===== config.mk =====
export PLATFORM = sky130hd
export DESIGN_NAME = script_statement_splitter
export DESIGN_NICKNAME = d
export VERILOG_FILES = /design/src/rtl/sss_pkg.sv /design/src/rtl/script_statement_splitter.sv
export SDC_FILE = /design/constraint.sdc
export NUM_CORES = 1
export LEC_CHECK = 0
export ABC_CLOCK_PERIOD_IN_PS = 3300
export BUFFER_PORTS_ARGS = -buffer_cell sky130_fd_sc_hd__buf_2
export CAP_MARGIN = 20
export CORE_ASPECT_RATIO = 1.25
export CORE_MARGIN = 5
export CORE_UTILIZATION = 30
export DETAILED_ROUTE_END_ITERATION = 12
export HOLD_SLACK_MARGIN = 0.08
export PLACE_DENSITY_LB_ADDON = 0.15
export SYNTH_ARGS = -nofsm -noshare
export SYNTH_HDL_FRONTEND = slang
export SYNTH_SLANG_ARGS = --single-unit

===== constraint.sdc =====
create_clock -name clk -period 3.3 [get_ports clk]
set_input_delay 0.165 -clock clk [delete_from_list [all_inputs] [get_ports clk]]
set_output_delay 0.165 -clock clk [all_outputs]
set_load 0.005 [all_outputs]

===== src/rtl/sss_pkg.sv =====
`timescale 1ns / 1ps

package sss_pkg;

	// Character codes the splitter reacts to.
	localparam logic [7:0] CH_NEWLINE   = 8'h0A;
	localparam logic [7:0] CH_SPACE     = 8'h20;
	localparam logic [7:0] CH_QUOTE     = 8'h22;
	localparam logic [7:0] CH_HASH      = 8'h23;
	localparam logic [7:0] CH_DOLLAR    = 8'h24;
	localparam logic [7:0] CH_LPAREN    = 8'h28;
	localparam logic [7:0] CH_RPAREN    = 8'h29;
	localparam logic [7:0] CH_SEMICOLON = 8'h3B;
	localparam logic [7:0] CH_LT        = 8'h3C;
	localparam logic [7:0] CH_GT        = 8'h3E;
	localparam logic [7:0] CH_LBRACKET  = 8'h5B;
	localparam logic [7:0] CH_BACKSLASH = 8'h5C;
	localparam logic [7:0] CH_RBRACKET  = 8'h5D;
	localparam logic [7:0] CH_LOWER_I   = 8'h69;
	localparam logic [7:0] CH_LOWER_N   = 8'h6E;
	localparam logic [7:0] CH_LOWER_R   = 8'h72;
	localparam logic [7:0] CH_LOWER_T   = 8'h74;
	localparam logic [7:0] CH_LOWER_U   = 8'h75;
	localparam logic [7:0] CH_LBRACE    = 8'h7B;
	localparam logic [7:0] CH_RBRACE    = 8'h7D;

	localparam logic signed [7:0] DEPTH_MAX = 8'sd127;
	localparam logic signed [7:0] DEPTH_MIN = -8'sd128;

	// Prefix matcher for "<run" and "<init".
	typedef enum logic [3:0] {
		TAG_LEAD  = 4'd0,
		TAG_LT    = 4'd1,
		TAG_R     = 4'd2,
		TAG_RU    = 4'd3,
		TAG_I     = 4'd4,
		TAG_IN    = 4'd5,
		TAG_INI   = 4'd6,
		TAG_MATCH = 4'd7,
		TAG_FAIL  = 4'd8
	} tag_state_t;

	// One result beat.
	typedef struct packed {
		logic [7:0] out_byte;
		logic       byte_present;
		logic       statement_end;
		logic       last_of_run;
	} result_t;

	function automatic tag_state_t tag_next(tag_state_t st, logic [7:0] b, logic skip);
		tag_state_t nx;
		nx = TAG_FAIL;
		case (st)
			TAG_LEAD: begin
				if (b == CH_SPACE && skip) nx = TAG_LEAD;
				else if (b == CH_LT) nx = TAG_LT;
			end
			TAG_LT: begin
				if (b == CH_LOWER_R) nx = TAG_R;
				else if (b == CH_LOWER_I) nx = TAG_I;
			end
			TAG_R:     if (b == CH_LOWER_U) nx = TAG_RU;
			TAG_RU:    if (b == CH_LOWER_N) nx = TAG_MATCH;
			TAG_I:     if (b == CH_LOWER_N) nx = TAG_IN;
			TAG_IN:    if (b == CH_LOWER_I) nx = TAG_INI;
			TAG_INI:   if (b == CH_LOWER_T) nx = TAG_MATCH;
			TAG_MATCH: nx = TAG_MATCH;
			default:   nx = TAG_FAIL;
		endcase
		return nx;
	endfunction

endpackage


===== src/rtl/script_statement_splitter.sv =====
`timescale 1ns / 1ps

// Channel   Dir  Handshake               Payload
// s_axis    in   s_axis_tvalid/tready    tdata[7:0] in_byte
// m_axis    out  m_axis_tvalid/tready    tdata[7:0] out_byte, tuser[0] byte_present,
//                                        tuser[1] statement_end, tlast last_of_run
// cfg       in   cfg_wr_en (no wait)     cfg_wr_data skip_leading_spaces
//
// Each input beat is held in an input register and processed from it once the result
// buffer has room, by one level of flag, depth and prefix logic, which writes zero,
// one or two result beats into a two-entry result buffer. One input beat per cycle
// is sustained while m_axis does not stall and each beat yields at most one result;
// a beat yielding two (an opening round bracket with its inserted space) holds up the next.
// arst_n clears every mode flag, the depth, the prefix matcher and both buffers, and
// sets file mode. A stall on m_axis holds the result buffer and then the input
// register, and s_axis_tready drops once both are full.

module script_statement_splitter
	import sss_pkg::*;
(
	input  logic       clk,
	input  logic       arst_n,
	input  logic       s_axis_tvalid,
	output logic       s_axis_tready,
	input  logic [7:0] s_axis_tdata,  // [7:0] in_byte
	output logic       m_axis_tvalid,
	input  logic       m_axis_tready,
	output logic [7:0] m_axis_tdata,  // [7:0] out_byte
	output logic [1:0] m_axis_tuser,  // [0] byte_present, [1] statement_end
	output logic       m_axis_tlast,  // last_of_run
	input  logic       cfg_wr_en,
	input  logic       cfg_wr_data    // skip_leading_spaces
);

	// Input register.
	logic       in_valid_s1;
	logic [7:0] in_byte_s1;

	// Splitter state.
	logic              skip_q;
	logic              comment_q, quote_q, special_q, nonempty_q;
	logic signed [7:0] depth_q;
	logic [7:0]        prev_q;
	tag_state_t        tag_q;

	logic              comment_n, quote_n, special_n, nonempty_n;
	logic signed [7:0] depth_n;
	logic [7:0]        prev_n;
	tag_state_t        tag_n, tag_space;

	// Result buffer: entry 0 is the head shown on m_axis.
	result_t    res_q [2];
	logic [1:0] out_cnt_q;

	result_t    r0, r1;
	logic [1:0] n_res;
	logic       pop, load_ok, proc;

	// Single-append decode.
	logic       do_push, push_end, pre_space, after_bs;
	logic [7:0] c;

	assign c        = in_byte_s1;
	assign after_bs = nonempty_q && (prev_q == CH_BACKSLASH);

	assign pop           = m_axis_tvalid && m_axis_tready;
	assign load_ok       = (out_cnt_q == 2'd0) || (out_cnt_q == 2'd1 && pop);
	assign proc          = in_valid_s1 && load_ok;
	assign s_axis_tready = !in_valid_s1 || proc;

	assign m_axis_tvalid   = (out_cnt_q != 2'd0);
	assign m_axis_tdata    = res_q[0].out_byte;
	assign m_axis_tuser[0] = res_q[0].byte_present;
	assign m_axis_tuser[1] = res_q[0].statement_end;
	assign m_axis_tlast    = res_q[0].last_of_run;

	// Classify the byte and decide which flags change and whether it is appended.
	always_comb begin
		comment_n = comment_q;
		quote_n   = quote_q;
		special_n = special_q;
		depth_n   = depth_q;
		do_push   = 1'b0;
		push_end  = 1'b0;
		pre_space = 1'b0;

		if (c == CH_NEWLINE) begin
			comment_n = 1'b0;
			if (special_q) special_n = 1'b0;
		end else if (!comment_q) begin
			do_push = 1'b1;
			case (c)
				CH_HASH: begin
					if (!after_bs) begin
						comment_n = 1'b1;
						do_push   = 1'b0;
					end
				end
				CH_DOLLAR: begin
					if (!quote_q) special_n = 1'b1;
				end
				CH_QUOTE: begin
					if (!after_bs) quote_n = !quote_q;
				end
				CH_GT: begin
					push_end = (tag_q == TAG_MATCH);
				end
				CH_LPAREN, CH_LBRACKET: begin
					pre_space = (c == CH_LPAREN) && !quote_q && !special_q;
					if (depth_q != DEPTH_MAX) depth_n = depth_q + 8'sd1;
				end
				CH_RPAREN, CH_RBRACKET: begin
					if (depth_q != DEPTH_MIN) depth_n = depth_q - 8'sd1;
				end
				CH_SEMICOLON, CH_LBRACE, CH_RBRACE: begin
					push_end = !quote_q && !special_q && (depth_q <= 8'sd0);
				end
				default: ;
			endcase
		end
	end

	// Build the result beats and the statement-level state that follows them.
	always_comb begin
		r0         = '0;
		r1         = '0;
		n_res      = 2'd0;
		prev_n     = prev_q;
		nonempty_n = nonempty_q;
		tag_n      = tag_q;
		tag_space  = tag_next(tag_q, CH_SPACE, skip_q);

		if (c == CH_NEWLINE && special_q) begin
			// A newline closing a special command gives a bare statement end.
			r0.statement_end = 1'b1;
			r0.last_of_run   = 1'b1;
			n_res            = 2'd1;
		end else if (do_push && pre_space) begin
			r0.out_byte     = CH_SPACE;
			r0.byte_present = 1'b1;
			r1.out_byte     = c;
			r1.byte_present = 1'b1;
			r1.last_of_run  = 1'b1;
			n_res           = 2'd2;
			tag_n           = tag_next(tag_space, c, skip_q);
			prev_n          = c;
			nonempty_n      = 1'b1;
		end else if (do_push) begin
			r0.out_byte      = c;
			r0.byte_present  = 1'b1;
			r0.statement_end = push_end;
			r0.last_of_run   = 1'b1;
			n_res            = 2'd1;
			if (!push_end) begin
				tag_n      = tag_next(tag_q, c, skip_q);
				prev_n     = c;
				nonempty_n = 1'b1;
			end
		end
	end

	logic closes;
	assign closes = (c == CH_NEWLINE && special_q) || (do_push && push_end);

	always_ff @(posedge clk or negedge arst_n) begin
		if (!arst_n) begin
			in_valid_s1 <= 1'b0;
			skip_q      <= 1'b1;
			comment_q   <= 1'b0;
			quote_q     <= 1'b0;
			special_q   <= 1'b0;
			nonempty_q  <= 1'b0;
			depth_q     <= '0;
			prev_q      <= '0;
			tag_q       <= TAG_LEAD;
			out_cnt_q   <= 2'd0;
		end else begin
			if (cfg_wr_en) skip_q <= cfg_wr_data;

			if (s_axis_tready) in_valid_s1 <= s_axis_tvalid;

			if (proc) begin
				comment_q <= comment_n;
				quote_q   <= quote_n;
				special_q <= special_n;
				if (closes) begin
					// End of statement: quote and special-command modes carry over.
					depth_q    <= '0;
					prev_q     <= '0;
					nonempty_q <= 1'b0;
					tag_q      <= TAG_LEAD;
				end else begin
					depth_q    <= depth_n;
					prev_q     <= prev_n;
					nonempty_q <= nonempty_n;
					tag_q      <= tag_n;
				end
				out_cnt_q <= n_res;
			end else if (pop) begin
				out_cnt_q <= out_cnt_q - 2'd1;
			end
		end
	end

	// Payload registers need no reset.
	always_ff @(posedge clk) begin
		if (s_axis_tready && s_axis_tvalid) in_byte_s1 <= s_axis_tdata;
		if (proc) begin
			res_q[0] <= r0;
			res_q[1] <= r1;
		end else if (pop && out_cnt_q == 2'd2) begin
			res_q[0] <= res_q[1];
		end
	end

	// A bare result is always a statement end that finishes its run.
	assert property (@(posedge clk) disable iff (!arst_n)
		m_axis_tvalid && !m_axis_tuser[0] |-> m_axis_tuser[1] && m_axis_tlast)
		else $error("bare result without statement end or run end");

	// With two results buffered, only the second ends the run.
	assert property (@(posedge clk) disable iff (!arst_n)
		out_cnt_q == 2'd2 |-> !res_q[0].last_of_run && res_q[1].last_of_run)
		else $error("run end misplaced in result buffer");

	// Closing a statement resets the depth and the prefix matcher.
	assert property (@(posedge clk) disable iff (!arst_n)
		proc && closes |=> depth_q == 8'sd0 && tag_q == TAG_LEAD && !nonempty_q)
		else $error("statement state not cleared at statement end");

	// The result buffer never overflows.
	assert property (@(posedge clk) disable iff (!arst_n)
		out_cnt_q != 2'd3)
		else $error("result buffer overflow");

endmodule

After elaboration in Yosys (flattened, before gate mapping)
Memory sizes are Yosys's and may differ from the RTL's.
Index checks and enable logic that the tools add are counted.
{ "word_totals": {"memories": 1, "reg_bits": 36, "ramBits": 22, "output_inout_bits": 13} }
{ "memory_table": {"columns": ["name", "depth", "width", "read_ports", "rd_clocked_by_memory_dff", "wr", "line_no", "source"], "rows": [
  ["res_q", 2, 11, 2, 0, 2, "script_statement_splitter.sv:52", "result_t res_q [2];"]
]} }
{ "classes": {"order_cmp": 1, "n_addsub": 3, "n_eq_ne": 46, "reduce_logical": 35, "n_bitwise": 4, "mux": 72} }
{ "op_table": {"columns": ["op", "n"], "rows": [
  ["8-bit by 7-bit == test with 1-bit output (second input constant)", 10],
  ["8-bit 2-to-1 mux", 10],
  ["8-bit by 6-bit == test with 1-bit output (second input constant)", 9],
  ["4-bit case mux with 8 select lines", 2],
  ["4-bit 2-to-1 mux", 15],
  ["9-bit 2-to-1 mux", 4],
  ["4-bit by 3-bit == test with 1-bit output (second input constant)", 8],
  ["1-bit 2-to-1 mux", 30],
  ["11-bit 2-to-1 mux", 2],
  ["4-bit by 2-bit == test with 1-bit output (second input constant)", 4],
  ["8-bit inequality test (second input constant)", 2],
  ["8-bit case mux with 2 select lines", 1],
  ["1-bit logical AND", 14],
  ["2-bit 2-to-1 mux", 6],
  ["8-bit by 2-bit adder with 8-bit output (second input constant)", 1],
  ["4-bit by 1-bit == test with 1-bit output (second input constant)", 2],
  ["8-bit by 4-bit == test with 1-bit output (second input constant)", 1],
  ["8-bit by 1-bit less-or-equal comparator with 1-bit output (second input constant)", 1],
  ["4-bit logical NOT", 2],
  ["4-bit case mux with 2 select lines", 1],
  ["4-bit AND reduction", 2],
  ["8-bit by 2-bit subtractor with 8-bit output (second input constant)", 1],
  ["2-bit by 1-bit inequality test with 1-bit output (second input constant)", 3],
  ["3-bit inequality test (second input constant)", 2],
  ["17 further kinds", 28]
]} }

Longest topological paths before layout
{ "depth": {"depth_word": 11, "depth_mapped": 11} }

Worst setup path after synthesis
OpenSTA, ideal clock, no wires.
{ "synth_timing": {"path_type": "reg-to-reg", "start": "register in_byte_s1[4] (netlist: c[4])", "end": "register depth_q[7]", "setup_slack_ns": 0.776, "arrival_ns": 2.399, "synth_period_minus_slack_ns": 2.524, "path_stages_with_launch": 11, "path_buffers": 1, "setup_ns": 0.125, "cell_sequence": "edfxtp_1 > buf_2 > nor4b_1 > o2111a_2 > ha_1 > a21oi_1 > o211ai_1 > o41ai_1 > xnor2_1 > nand2_1 > mux2i_1"} }
{ "synth_via": {"elab_chain_cells": 9, "word_cells_on_any_way": 32, "cone_classes": "eq/ne (14); mux (10); reduce/logical (8)"} }
{ "synth_lines": {"columns": ["element", "line_no", "source"], "rows": [
  ["from (decl)", "script_statement_splitter.sv:37", "logic [7:0] in_byte_s1;"],
  ["from (signal assigned)", "script_statement_splitter.sv:207", "if (s_axis_tready && s_axis_tvalid) in_byte_s1 <= s_axis_tdata;"],
  ["8-bit by 6-bit == test with 1-bit output or 8-bit by 7-bit == test with 1-bit output (tied branches)", "script_statement_splitter.sv:92", "case (c)"],
  ["3-bit OR reduction", "script_statement_splitter.sv:92", null],
  ["1-bit case mux with 2 select lines", "script_statement_splitter.sv:92", null],
  ["1-bit 2-to-1 mux", "script_statement_splitter.sv:90", "end else if (!comment_q) begin"],
  ["1-bit 2-to-1 mux", "script_statement_splitter.sv:87", "if (c == CH_NEWLINE) begin"],
  ["1-bit logical AND", "script_statement_splitter.sv:163", "assign closes = (c == CH_NEWLINE && special_q) || (do_push && push_end);"],
  ["1-bit logical OR", "script_statement_splitter.sv:163", null],
  ["3-bit inequality test (no line) (tied with other cells)", null, null],
  ["6-bit AND reduction (no line)", null, null],
  ["to (signal assigned)", "script_statement_splitter.sv:193", "depth_q <= depth_n;"],
  ["to (decl)", "script_statement_splitter.sv:42", "logic signed [7:0] depth_q;"]
]} }
Several ways; a longest one is shown, not always the timed one. The select of a mux whose other input is x is not followed.
A chain may end at the register's enable or synchronous reset.

Worst setup path after layout
{ "layout_timing": {"start": "register in_byte_s1[5] (netlist: c[5])", "end": "register depth_q[7]"} }
Same word-level chain as after synthesis.

==> summary.txt <==
Place
  • Port buffer count: 26
  • Final RePlAce weighted congestion: 0.796
  • Post-DP HPWL: around 5700 µm
  • Area after DPL: about 0.0036 mm²

Synthesis
  • Async S/R FF share, synth: 50.0%
  • Synth Instances: 299
  • Synth unique cells: 69
  • Synth Area per Inst: around 11 µm²
  • #FFs+latches synth: 56
  • Sequential area share after synthesis: between 40 and 50%
  • Dominant synthesized flop cell: edfxtp_1
  • Number of synthesized flops with an enable pin: 28
  • Ys Warns: 0
  • Syn Std Cell Area: 0.00327 mm²

Setup path
  • CP Max Fanout: 14
  • Reg2reg setup slack: 0.58 ns
  • CP startpoint kind: register
  • Critical path type: reg2reg
  • CP Data Arrival Time: 2.90 ns
  • R2R cell count: 9
  • Critical Path RT: roughly 3.5 ns
  • Endpoint class of the critical path: register

Worst hold path
  • Worst Hold Depth: 2
  • HP Class: in2reg

STA
  • Final Skew: 0.00720 ns
  • Setup-failing EPs final: 0
  • Least-Margin Pin Slew: between 0.7 and 0.8 ns
  • Final period util: roughly 82%
  • Final Slew Violations: 0
  • Max-slew headroom: 52.4%
  • RSZ-0062 raised after global routing: no
  • Minimum clock period: 2.72 ns
  • Fmax: 368 MHz
  • Fin Setup TNS: 0 ns
  • Final hold viol count: 0

CTS
  • Clk slew on worst S/H paths: 0.07 ns
  • Post-CTS setup buffer count: 0
  • Worst-skew pair later-pin latency: 0.30 ns
  • H-tree levels: 2
  • CTS max path bufs: 2
  • Cts bufs inserted: 5
  • Sink Count: 56
  • CTS tree: built
  • Root Buffer: clkbuf_16

Power and ir drop
  • Sequential share of power: between 40% and 50%
  • Net Sw Power: 0.000924 W
  • Leak: 1.51 nW
  • VDD IR max: ~0.36 mV
  • Internal: approximately 0.0017 W
  • Pwr Total: 0.00259 W
  • Clock power frac: 20.4%
  • Combinational power share: 34.5%
  • Cell Pwr Density: 682 mW/mm²
  • Switching fraction of total power: 35.7%

Global route
  • Total grt overflow: 0
  • Total track usage: 12.8%
  • Antenna violations before repair: 0
  • Largest net degree at the start of global routing: 29
  • First-pass GRT wire length: 13200 µm
  • Vias in the first global route: approximately 2500

Detailed routing
  • DRT iter0 DRCs: 131
  • DR WL/cell: 16.5 µm
  • DR vias: 2420
  • DRT Wirelength: around 7800 µm
  • Post-DRT Antenna Nets: 0
  • DRC: 0
  • Via/cell ratio: 5.12
  • Pre-antenna DRT Iters: 4

Finish
  • Multi-input combinational cell area: 0.00161 mm²
  • Final Instance Area: around 0.0038 mm²
  • Final nets: 364
  • Filler Cells Inserted: 1095
  • Fraction of layout cells with a size suffix above 1: 18.5%
  • Area Growth Syn to Fin: 16.1%
  • Register area: 0.00154 mm²
  • N_diodes: 0

Floorplan
  • Die height: about 130 µm
  • Row count: 42
  • IO Pins: 27
  • Core area: 0.0106 mm²
  • Initial Util: 30.8%
  • DIE AREA: roughly 0.013 mm²
  • Die Wd: 103 µm

Run
  • Max-cap viol count: 0

Status
  • Status: completed
[synth_stat cells (2+ instances only)]
library cell | number | area (µm²)
a2111oi_0 | 2 | 17.5
a21o_1 | 2 | 15.0
a21oi_1 | 11 | 55.1
a22o_1 | 13 | 114
a31oi_1 | 2 | 12.5
and3_1 | 2 | 12.5
and4_1 | 3 | 26.3
and4b_1 | 3 | 30.0
buf_2 | 5 | 25.0
buf_4 | 3 | 22.5
buf_6 | 2 | 22.5
clkbuf_1 | 6 | 22.5
dfrtp_1 | 27 | 676
edfxtp_1 | 28 | 841
ha_1 | 9 | 113
inv_1 | 11 | 41.3
mux2i_1 | 8 | 80.1
nand2_1 | 22 | 82.6
nand2b_1 | 4 | 25.0
nand3_1 | 6 | 30.0
nand3b_1 | 4 | 30.0
nand4_1 | 8 | 50.1
nand4b_1 | 2 | 17.5
nor2_1 | 30 | 113
nor2b_1 | 6 | 37.5
nor3_1 | 5 | 25.0
nor3b_1 | 4 | 30.0
nor4_1 | 2 | 12.5
nor4_4 | 2 | 42.5
nor4b_1 | 4 | 35.0
o211ai_1 | 2 | 15.0
o21a_1 | 3 | 22.5
o21ai_0 | 10 | 50.1
o21ai_1 | 5 | 25.0
o41ai_1 | 3 | 26.3
or4b_4 | 2 | 27.5
xnor2_1 | 6 | 52.6
[registers in the layout, summed over array words and instances (netlist names), 2 cells and up]
name and cells:
c 8, depth_q 8, out_cnt_q 2, prev_q 8
res_q 20, tag_q 4
[cell type report]
type                       instances  area share [%]
tap                              132            4.35
timing repair buffer              45            7.85
clock inverter                     1           0.132
clock buffer                       7            3.50
sequential                        56            40.7
multi-input combinational        221            42.4
inverter                          11            1.09
[power by group through the flow]
stage | Combinational, W | Sequential (W) | Clock (W)
2_1_floorplan | 0.000641 | 0.00114 | 0
3_3_place_gp | 0.000893 | 0.00118 | 0
3_5_place_dp | 0.000898 | 0.00119 | 0
4_1_cts | 0.000911 | 0.00117 | 0.000538
5_1_grt | 0.00101 | 0.00120 | 0.000566
6_report | 0.000891 | 0.00117 | 0.000528
[worst paths after layout]
path                                   from         end
worst max-delay path                   c[5]  depth_q[7]
worst min-delay path            cfg_wr_data      skip_q
worst max register to register         c[5]  depth_q[7]
worst min register to register   nonempty_q  nonempty_q
max in group asynchronous            arst_n   prev_q[5]
min in group asynchronous            arst_n   prev_q[2]
[layer usage]
layer	vias up	global-route usage, %	wire length [µm]
met5	-	0	0
met4	0	4.19	139
met3	9	1.70	261
met2	44	20.3	3680
met1	1161	17.9	3710
li1	1206	-	-
[layout by cell type (no fill, tap or decap), types with 3 or more instances in the layout]
cell type      instances
a22o_1                13
nand3b_1               4
a21oi_1               11
xnor2_1                6
o21ai_0               10
edfxtp_1              28
nand2b_1               4
dlygate4sd3_1         10
nor3b_1                4
nor2b_1                6
o41ai_1                3
and4b_1                3
and4_1                 3
clkbuf_16              5
dfrtp_1               27
nand2_1               22
o21ai_1                5
ha_1                   9
nand4_1                8
buf_4                  9
o21a_1                 3
nor4b_1                4
nor2_1                30
mux2i_1                8
nor3_1                 5
inv_1                 11
buf_2                 26
conb_1                 6
nand3_1                6
[critical path: stages, from the launching register on]
cell and delay, ns:
edfxtp_1 0.63, nor4b_1 0.32, o2111a_2 0.36, ha_1 0.26
a21oi_1 0.19, o211ai_1 0.14, o41ai_1 0.34, xnor2_1 0.16
nand2_1 0.08, mux2i_1 0.12
[metrics by stage]
stage	setup WS [ns]	cells	util, %	hold slack, ns
6_report	0.582	473	35.7	0.105
5_1_grt	0.297	473	35.7	0.119
4_1_cts	0.569	473	35.7	0.101
3_5_place_dp	0.588	455	33.5	0.263
3_3_place_gp	0.646	455	33.5	0.261
2_1_floorplan	0.776	304	-	-0.131
[kinds of logic (layout without fill, tap and decap cells)]
family	count (synthesis)	in the layout	synth area share, %
simple gates	118	118	21.6
compound gates	71	71	18.0
flops	56	56	47.2
buf+inv	27	64	4.10
fa+ha+maj	10	10	4.06
mux	10	10	3.26
xor+xnor	6	6	1.61
other cells	1	6	0.115
[repair_timing]
action / in CTS / in global routing
gates resized for setup: 0 / 0
hold endpoints to repair: 36 / 0
hold buffers: 10 / 0
No activity file was read; power rests on OpenSTA's default activity.
